--- src/rtl/core/fpd_pkg.sv ---
// Shared types, constants and the byte-wide CRC-16 update for the frame deframer.
// Used by fpd_parser and framed_packet_deframer_crc16; depends on nothing else.
`default_nettype none

package fpd_pkg;

  localparam int BUFFER_BYTES = 8208;
  localparam int MIN_LENGTH   = 3;
  localparam int MAX_LENGTH   = BUFFER_BYTES - 2;
  localparam logic [15:0] CRC_POLY = 16'h1021;

  localparam logic [1:0] PH_HUNT   = 2'd0;
  localparam logic [1:0] PH_LENGTH = 2'd1;
  localparam logic [1:0] PH_DATA   = 2'd2;
  localparam logic [1:0] PH_FOOTER = 2'd3;

  localparam logic [2:0] EV_NONE     = 3'd0;
  localparam logic [2:0] EV_PAYLOAD  = 3'd1;
  localparam logic [2:0] EV_GOOD     = 3'd2;
  localparam logic [2:0] EV_FOOTER   = 3'd3;
  localparam logic [2:0] EV_CRC      = 3'd4;
  localparam logic [2:0] EV_REJECTED = 3'd5;

  localparam logic [1:0] REG_HEADER = 2'd0;
  localparam logic [1:0] REG_FOOTER = 2'd1;
  localparam logic [1:0] REG_SEED   = 2'd2;

  typedef struct packed {
    logic [15:0] header_word;
    logic [15:0] footer_word;
    logic [15:0] crc_seed;
  } cfg_t;

  typedef struct packed {
    logic [2:0]  event_kind;
    logic [7:0]  payload_byte;
    logic [13:0] payload_index;
    logic [7:0]  frame_type;
    logic [15:0] frame_length;
  } res_t;

  function automatic logic [15:0] crc_feed(input logic [15:0] crc, input logic [7:0] b);
    logic [15:0] c;
    c = crc ^ {b, 8'h00};
    for (int i = 0; i < 8; i++) begin
      if (c[15]) begin
        c = {c[14:0], 1'b0} ^ CRC_POLY;
      end else begin
        c = {c[14:0], 1'b0};
      end
    end
    return c;
  endfunction

endpackage

`default_nettype wire

--- src/rtl/core/framed_packet_deframer_crc16.sv ---
// Top level of the length-prefixed frame deframer with CRC-16 check.
// Holds the stream registers and the configuration port; uses fpd_pkg and fpd_parser.
//
// The block takes one received byte per item and returns exactly one result item
// per input item. It sustains one item per clock cycle while the output side is
// ready; out_tready low stalls it. Each byte passes from the input register through
// the parser step, whose longest path is the byte-wide CRC-16 update, into the
// output register. Configuration registers should be written only while no item
// is in flight.
`default_nettype none

module framed_packet_deframer_crc16 #(
  parameter int BUFFER_BYTES = fpd_pkg::BUFFER_BYTES
) (
  input  wire logic        clk,
  input  wire logic        rst_n,
  input  wire logic        in_tvalid,
  output logic             in_tready,
  input  wire logic [7:0]  in_tdata,   // [7:0] rx_byte
  input  wire logic [0:0]  in_tuser,   // [0] restart
  output logic             out_tvalid,
  input  wire logic        out_tready,
  output logic [47:0]      out_tdata,  // [7:0] payload_byte, [21:8] payload_index,
                                       // [29:22] frame_type, [45:30] frame_length, rest 0
  output logic [2:0]       out_tuser,  // [2:0] event_kind
  input  wire logic        cfg_psel,
  input  wire logic        cfg_penable,
  input  wire logic        cfg_pwrite,
  input  wire logic [3:0]  cfg_paddr,
  input  wire logic [31:0] cfg_pwdata,
  output logic [31:0]      cfg_prdata,
  output logic             cfg_pready
);

  logic          in_vld_r;
  logic [7:0]    in_byte_r;
  logic          in_restart_r;
  logic          out_vld_r;
  fpd_pkg::res_t out_res_r;
  fpd_pkg::cfg_t cfg_r;
  fpd_pkg::res_t step_res;
  logic          advance;
  logic          cfg_wr;

  assign advance   = in_vld_r && (!out_vld_r || out_tready);
  assign in_tready = !in_vld_r || advance;

  always_ff @(posedge clk) begin
    if (!rst_n) begin
      in_vld_r <= 1'b0;
    end else if (in_tready) begin
      in_vld_r <= in_tvalid;
    end
  end

  always_ff @(posedge clk) begin
    if (in_tready && in_tvalid) begin
      in_byte_r    <= in_tdata;
      in_restart_r <= in_tuser[0];
    end
  end

  fpd_parser #(
    .BUFFER_BYTES (BUFFER_BYTES)
  ) u_parser (
    .clk     (clk),
    .rst_n   (rst_n),
    .step_en (advance),
    .rx_byte (in_byte_r),
    .restart (in_restart_r),
    .cfg     (cfg_r),
    .res     (step_res)
  );

  always_ff @(posedge clk) begin
    if (!rst_n) begin
      out_vld_r <= 1'b0;
    end else if (advance) begin
      out_vld_r <= 1'b1;
    end else if (out_tready) begin
      out_vld_r <= 1'b0;
    end
  end

  always_ff @(posedge clk) begin
    if (advance) begin
      out_res_r <= step_res;
    end
  end

  assign out_tvalid = out_vld_r;
  assign out_tuser  = out_res_r.event_kind;
  assign out_tdata  = {2'b00, out_res_r.frame_length, out_res_r.frame_type,
                       out_res_r.payload_index, out_res_r.payload_byte};

  assign cfg_pready = 1'b1;
  assign cfg_wr     = cfg_psel && cfg_penable && cfg_pwrite && cfg_pready;

  always_ff @(posedge clk) begin
    if (!rst_n) begin
      cfg_r <= '0;
    end else if (cfg_wr) begin
      unique case (cfg_paddr[3:2])
        fpd_pkg::REG_HEADER: cfg_r.header_word <= cfg_pwdata[15:0];
        fpd_pkg::REG_FOOTER: cfg_r.footer_word <= cfg_pwdata[15:0];
        fpd_pkg::REG_SEED:   cfg_r.crc_seed    <= cfg_pwdata[15:0];
        default: ;
      endcase
    end
  end

  always_comb begin
    unique case (cfg_paddr[3:2])
      fpd_pkg::REG_HEADER: cfg_prdata = {16'h0000, cfg_r.header_word};
      fpd_pkg::REG_FOOTER: cfg_prdata = {16'h0000, cfg_r.footer_word};
      fpd_pkg::REG_SEED:   cfg_prdata = {16'h0000, cfg_r.crc_seed};
      default:             cfg_prdata = '0;
    endcase
  end

endmodule

`default_nettype wire

--- src/rtl/core/fpd_parser.sv ---
// Frame parser state and the per-byte step logic of the deframer.
// Depends on fpd_pkg for codes, types and the CRC update.
`default_nettype none

module fpd_parser #(
  parameter int BUFFER_BYTES = fpd_pkg::BUFFER_BYTES
) (
  input  wire logic          clk,
  input  wire logic          rst_n,
  input  wire logic          step_en,
  input  wire logic [7:0]    rx_byte,
  input  wire logic          restart,
  input  wire fpd_pkg::cfg_t cfg,
  output fpd_pkg::res_t      res
);

  localparam int MAX_LEN = BUFFER_BYTES - 2;

  logic [1:0]  phase_r, phase_nxt;
  logic [15:0] hdr_win_r, hdr_win_nxt;
  logic [15:0] ftr_win_r, ftr_win_nxt;
  logic [15:0] bytes_left_r, bytes_left_nxt;
  logic [13:0] data_count_r, data_count_nxt;
  logic [15:0] decl_len_r, decl_len_nxt;
  logic [15:0] crc_r, crc_nxt;
  logic [15:0] tail_r, tail_nxt;
  logic [7:0]  type_r, type_nxt;

  logic [15:0] hdr_shift, len_shift, ftr_shift, bl_dec;
  logic        clear;

  assign hdr_shift = {hdr_win_r[7:0], rx_byte};
  assign len_shift = {decl_len_r[7:0], rx_byte};
  assign ftr_shift = {ftr_win_r[7:0], rx_byte};
  assign bl_dec    = bytes_left_r - 16'd1;

  always_comb begin
    phase_nxt      = phase_r;
    hdr_win_nxt    = hdr_win_r;
    ftr_win_nxt    = ftr_win_r;
    bytes_left_nxt = bytes_left_r;
    data_count_nxt = data_count_r;
    decl_len_nxt   = decl_len_r;
    crc_nxt        = crc_r;
    tail_nxt       = tail_r;
    type_nxt       = type_r;
    res            = '0;
    clear          = 1'b0;
    if (restart) begin
      clear = 1'b1;
    end else begin
      unique case (phase_r)
        fpd_pkg::PH_HUNT: begin
          hdr_win_nxt = hdr_shift;
          if (hdr_shift == cfg.header_word) begin
            phase_nxt      = fpd_pkg::PH_LENGTH;
            bytes_left_nxt = 16'd2;
            data_count_nxt = '0;
            decl_len_nxt   = '0;
            crc_nxt        = cfg.crc_seed;
            tail_nxt       = '0;
            type_nxt       = '0;
          end
        end
        fpd_pkg::PH_LENGTH: begin
          decl_len_nxt   = len_shift;
          crc_nxt        = fpd_pkg::crc_feed(crc_r, rx_byte);
          bytes_left_nxt = bl_dec;
          if (bl_dec == 16'd0) begin
            if ({1'b0, len_shift} >= 17'(fpd_pkg::MIN_LENGTH) &&
                {1'b0, len_shift} <= 17'(MAX_LEN)) begin
              phase_nxt      = fpd_pkg::PH_DATA;
              bytes_left_nxt = len_shift;
              data_count_nxt = '0;
            end else begin
              res.event_kind   = fpd_pkg::EV_REJECTED;
              res.frame_length = len_shift;
              clear            = 1'b1;
            end
          end
        end
        fpd_pkg::PH_DATA: begin
          res.event_kind    = fpd_pkg::EV_PAYLOAD;
          res.payload_byte  = rx_byte;
          res.payload_index = data_count_r;
          if (bytes_left_r == decl_len_r) begin
            type_nxt = rx_byte;
          end
          if ({1'b0, bytes_left_r} + 17'd2 <= {1'b0, decl_len_r}) begin
            crc_nxt = fpd_pkg::crc_feed(crc_r, tail_r[15:8]);
          end
          tail_nxt       = {tail_r[7:0], rx_byte};
          data_count_nxt = data_count_r + 14'd1;
          bytes_left_nxt = bl_dec;
          if (bl_dec == 16'd0) begin
            phase_nxt      = fpd_pkg::PH_FOOTER;
            bytes_left_nxt = 16'd2;
          end
        end
        default: begin
          ftr_win_nxt    = ftr_shift;
          bytes_left_nxt = bl_dec;
          if (bl_dec == 16'd0) begin
            if (ftr_shift != cfg.footer_word) begin
              res.event_kind = fpd_pkg::EV_FOOTER;
            end else if (crc_r != tail_r) begin
              res.event_kind = fpd_pkg::EV_CRC;
            end else begin
              res.event_kind = fpd_pkg::EV_GOOD;
            end
            res.frame_type   = type_r;
            res.frame_length = decl_len_r;
            clear            = 1'b1;
          end
        end
      endcase
    end
    if (clear) begin
      phase_nxt      = fpd_pkg::PH_HUNT;
      hdr_win_nxt    = '0;
      ftr_win_nxt    = '0;
      bytes_left_nxt = 16'd2;
      data_count_nxt = '0;
    end
  end

  always_ff @(posedge clk) begin
    if (!rst_n) begin
      phase_r      <= fpd_pkg::PH_HUNT;
      hdr_win_r    <= '0;
      ftr_win_r    <= '0;
      bytes_left_r <= 16'd2;
      data_count_r <= '0;
      decl_len_r   <= '0;
      crc_r        <= '0;
      tail_r       <= '0;
      type_r       <= '0;
    end else if (step_en) begin
      phase_r      <= phase_nxt;
      hdr_win_r    <= hdr_win_nxt;
      ftr_win_r    <= ftr_win_nxt;
      bytes_left_r <= bytes_left_nxt;
      data_count_r <= data_count_nxt;
      decl_len_r   <= decl_len_nxt;
      crc_r        <= crc_nxt;
      tail_r       <= tail_nxt;
      type_r       <= type_nxt;
    end
  end

endmodule

`default_nettype wire
--- config.mk ---
export PLATFORM = sky130hd
export DESIGN_NAME = framed_packet_deframer_crc16
export DESIGN_NICKNAME = d
export VERILOG_FILES = /design/src/rtl/core/fpd_pkg.sv /design/src/rtl/core/framed_packet_deframer_crc16.sv /design/src/rtl/core/fpd_parser.sv
export SDC_FILE = /design/constraint.sdc
export NUM_CORES = 1
export LEC_CHECK = 0
export ABC_AREA = 1
export BUFFER_PORTS_ARGS = -buffer_cell sky130_fd_sc_hd__buf_2
export CORE_ASPECT_RATIO = 0.7
export CORE_MARGIN = 2
export CORE_UTILIZATION = 28
export CTS_BUF_LIST = sky130_fd_sc_hd__clkbuf_16
export CTS_CLUSTER_DIAMETER = 200
export DETAILED_ROUTE_END_ITERATION = 6
export PLACE_DENSITY_LB_ADDON = 0.15
export SYNTH_ARGS = -nofsm -noshare
export SYNTH_HDL_FRONTEND = slang
export SYNTH_SLANG_ARGS = --single-unit
--- constraint.sdc ---
create_clock -name clk -period 6.5 [get_ports clk]
set_clock_uncertainty 0.1 [all_clocks]
set_input_delay 0 -clock clk [delete_from_list [all_inputs] [get_ports clk]]
set_output_delay 0 -clock clk [all_outputs]
set_load 0.02 [all_outputs]
==> impl_results.md <==
* Status: finished, final reports clean
* Total Negative Setup Slacks at 0 ns
* Tcrit/Tclk final at 60.1%
* Via count at roughly 11000
* Post-Synthesis Cell Area at ~0.012 sq mm
* Layout cells sized above 1 at approximately 13%
* Cell mode on critical path: nor2_1
* CP Data Arrival Time at ~4.2 ns
* Final Critical Period at 3.91 ns
* WL/cell at 17.5 um
* Diode count at 0
* Commonest non-fill, non-tap cell in the layout: nand2_1
* Root Driver: clkbuf_16
* Final instance count without filler cells at approximately 2300
* Hold WC Path Type: input pin to flop
* Die area at ~0.045 sq mm
* Placed cell count at 2275
* Clock Tree Buf Depth at 3
* R2R depth at 22
* Placer Congestion at 0.877
* Required @ worst endpoint at 6.82 ns
* Final Power at ~3.3 mW
* Core area at 0.0426 sq mm
* Drt drc at 0
* Final Util at 33.0%
* EDFF count, synth at 58
* Cells after Synth at about 1700
* Avg Cell Area, Syn at slightly above 7 sq um
* Pre-antenna DRT Iters at 6
* Synth Register Bits at about 210
* Port buffer count at 100
* Post-place setup slack at 2.62 ns
* Critical Path Fanout Max at 14
* Clk sinks at 212
* Pin count of the biggest net entering global routing at between 70 and 80
* CP endpoint kind: flop
* Async SR Flop Fraction at 0%
* Worst vdd rail ir drop at 0.220 mV
* Layout Nets at between 1500 and 2000
* Clk_lat worst skew at around 0.54 ns
* GRT Overall Usage at roughly 18%
* CTS tree: yes
* Netlist cell types at 53
* Std-Cell Rows at between 60 and 70
* Seq/Total Area, Yosys at between 30% and 40%
* Filler Cell Count at between 4000 and 5000
* Total gr overflow at 0
* Most frequent cells in the layout: 376 x nand2_1, 279 x nor2_1, 174 x inv_1
* Commonest register cell after synthesis: dfxtp_1
* Number of global-route vias before repair at a little over 10000
* Max-cap viol count at 0
* Final wirelength at 41.2 mm
* Post-DP HPWL at between 20 and 30 mm
* Final WS setup at between 2 and 3 ns
* Clk pin slew, worst setup/hold paths at about 0.060 ns
* Chip height at about 180 um
* Global-route wire length before repair at roughly 63 mm
* Max incr delay on CP at roughly 0.52 ns
* Final setup vio count at 0
* Setup CP Type: flop to flop
* Max Clock Freq at between 200 and 300 MHz
* Setup crit start kind: flop
* RSZ-0062 raised after global routing: false
* Pwr Density at 233 mW/mm^2
* Starting DRT DRC Count at approximately 750
* LEAKAGE at approximately 5.7 nW
* Synth Warn # at 0
* Hold Crit Depth at 6
* Cts bufs inserted at 25
* # IOs at about 140
* Post-CTS Setup Inserts at 0
* Worst-path cell chain: ha_1 > nand3_1 > nor2_1 > nand2_1 > nor2_1 > nand4_1 > nor2_1 > inv_1 > a21oi_1 > inv_1 > ha_1 > nand2_1 > inv_1 > nand3_1 > nor2_1 > nand3_1 > nand3_2 > nand3_4 > nand2_4 > clkinv_2 > nor2_1 > nor2_1
* Die Width at between 200 and 300 um
* H-Tree Depth at 1
* Max Slew Vio Count at 0
* Initial antenna violation count at 0
* Max-slew headroom at a little under a third
* Crit path max-delay cell type: dfxtp_1
* Initial Util at 28.6%
* Hold Vio Cnt, Final at 0
* Antenna-violating nets left at 0
* Slew @ Worst Pin at ~1.0 ns
* Via density at between 4 and 5
* Area Overhead vs Synth at 15.3%
[final timing paths]
kind                                                from  slack [ns]                  to
worst max-delay path            u_parser.bytes_left_r[2]        2.59   u_parser.crc_r[6]
worst min-delay path                         cfg_penable        0.03           cfg_r[38]
worst max register to register  u_parser.bytes_left_r[2]        2.59   u_parser.crc_r[6]
worst min register to register        u_parser.type_r[2]        0.36  u_parser.type_r[2]
[cells in the mapped netlist, types with 2 or more instances]
master    instances  area share [%]
nand3_1          77             3.2
nand3b_1          3            0.19
inv_1           169             5.2
nor2_2            5            0.26
buf_6             6            0.56
nand4_1          18            0.93
nand3_2          11            0.91
a21oi_2           6            0.43
o211ai_1         10            0.62
conb_1            2           0.062
a31oi_1           9            0.46
o21ai_0          92             3.8
nor3_1           10            0.41
o32ai_1           2            0.14
o21bai_1          9            0.56
a21oi_1         106             4.4
nand3_4           3            0.43
nor4_1            6            0.31
o221ai_1          5            0.36
nand2_2           7            0.36
clkbuf_1         45             1.4
nand2_4           5            0.46
nor2_1          280             8.6
buf_1             3           0.093
buf_2            21            0.86
inv_2            10            0.31
o22ai_1          22             1.1
xnor2_1          45             3.2
dfxtp_1         154              25
or2_2            13            0.67
nand2_1         376              12
edfxtp_1         58              14
xor2_1           27             1.9
nor2_4           13             1.2
ha_1             25             2.6
buf_4            22             1.4
[timing repair]
item,in CTS,in global routing
gates resized for setup,0,0
hold buffers,29,0
hold endpoints to repair,68,0
[layout make-up]
type | instances | area (sq um) | area share, %
repair buffers | 142 | 888 | 6.33
inverters | 181 | 681 | 4.85
well taps | 552 | 691 | 4.92
flip-flops and latches | 212 | 4820 | 34.4
multi-input cells | 1217 | 6170 | 44.0
clock inverters | 20 | 149 | 1.06
clock buffers | 25 | 626 | 4.46
[registers in the layout, indices dropped and copies added, names as in the netlist]
name / flops
cfg_r: 48
out_tdata: 46
u_parser.bytes_left_r: 16
u_parser.crc_r: 16
u_parser.decl_len_r: 16
u_parser.tail_r: 16
u_parser.data_count_r: 14
in_byte_r: 8
u_parser.ftr_win_r: 8
u_parser.hdr_win_r: 8
u_parser.type_r: 8
out_tuser: 3
u_parser.phase_r: 2
in_restart_r: 1
in_vld_r: 1
out_tvalid: 1
[critical path: cells and delay by family, from the launching register on]
kind	cells	cell delay (ns)
DFF	1	0.52
adders and majority gates	2	0.55
and+or+nand+nor	15	2.03
buffers and inverters	4	0.47
AOI/OAI and AO/OA	1	0.14
[power by group]
part	switching, mW	leakage [nW]	internal [mW]	total (mW)
sequential	0.0392	1.79	1.40	1.43
combinational	0.326	3.49	0.139	0.466
clock	0.593	0.405	0.777	1.37
[metrics by stage]
step	hold slack, ns	cell area (sq um)
after floorplan	-0.00113	12200
after global placement	0.0792	13000
after detailed placement	0.0781	13000
after CTS	0.00863	14000
after global routing	0.0701	14000
final	0.0279	14000
[cells by family after synthesis]
| kind of cell | synth area share [%] |
|---|---|
| adder cells (fa/ha/maj) | 2.57 |
| AO/OA/AOI/OAI | 12.4 |
| flip-flops | 39.7 |
| XOR/XNOR | 5.18 |
| other | 0.0617 |
| buffers and inverters | 10.1 |
| AND/OR/NAND/NOR | 30.0 |
[layer usage]
metal	track usage (%)	vias up	wire [um]
met5	0	-	0
met4	3.33	0	652
met3	2.31	39	2110
met2	27.0	270	17400
met1	27.8	5231	21000
li1	-	5586	-
Note: power is estimated with default switching activity, not from simulation.
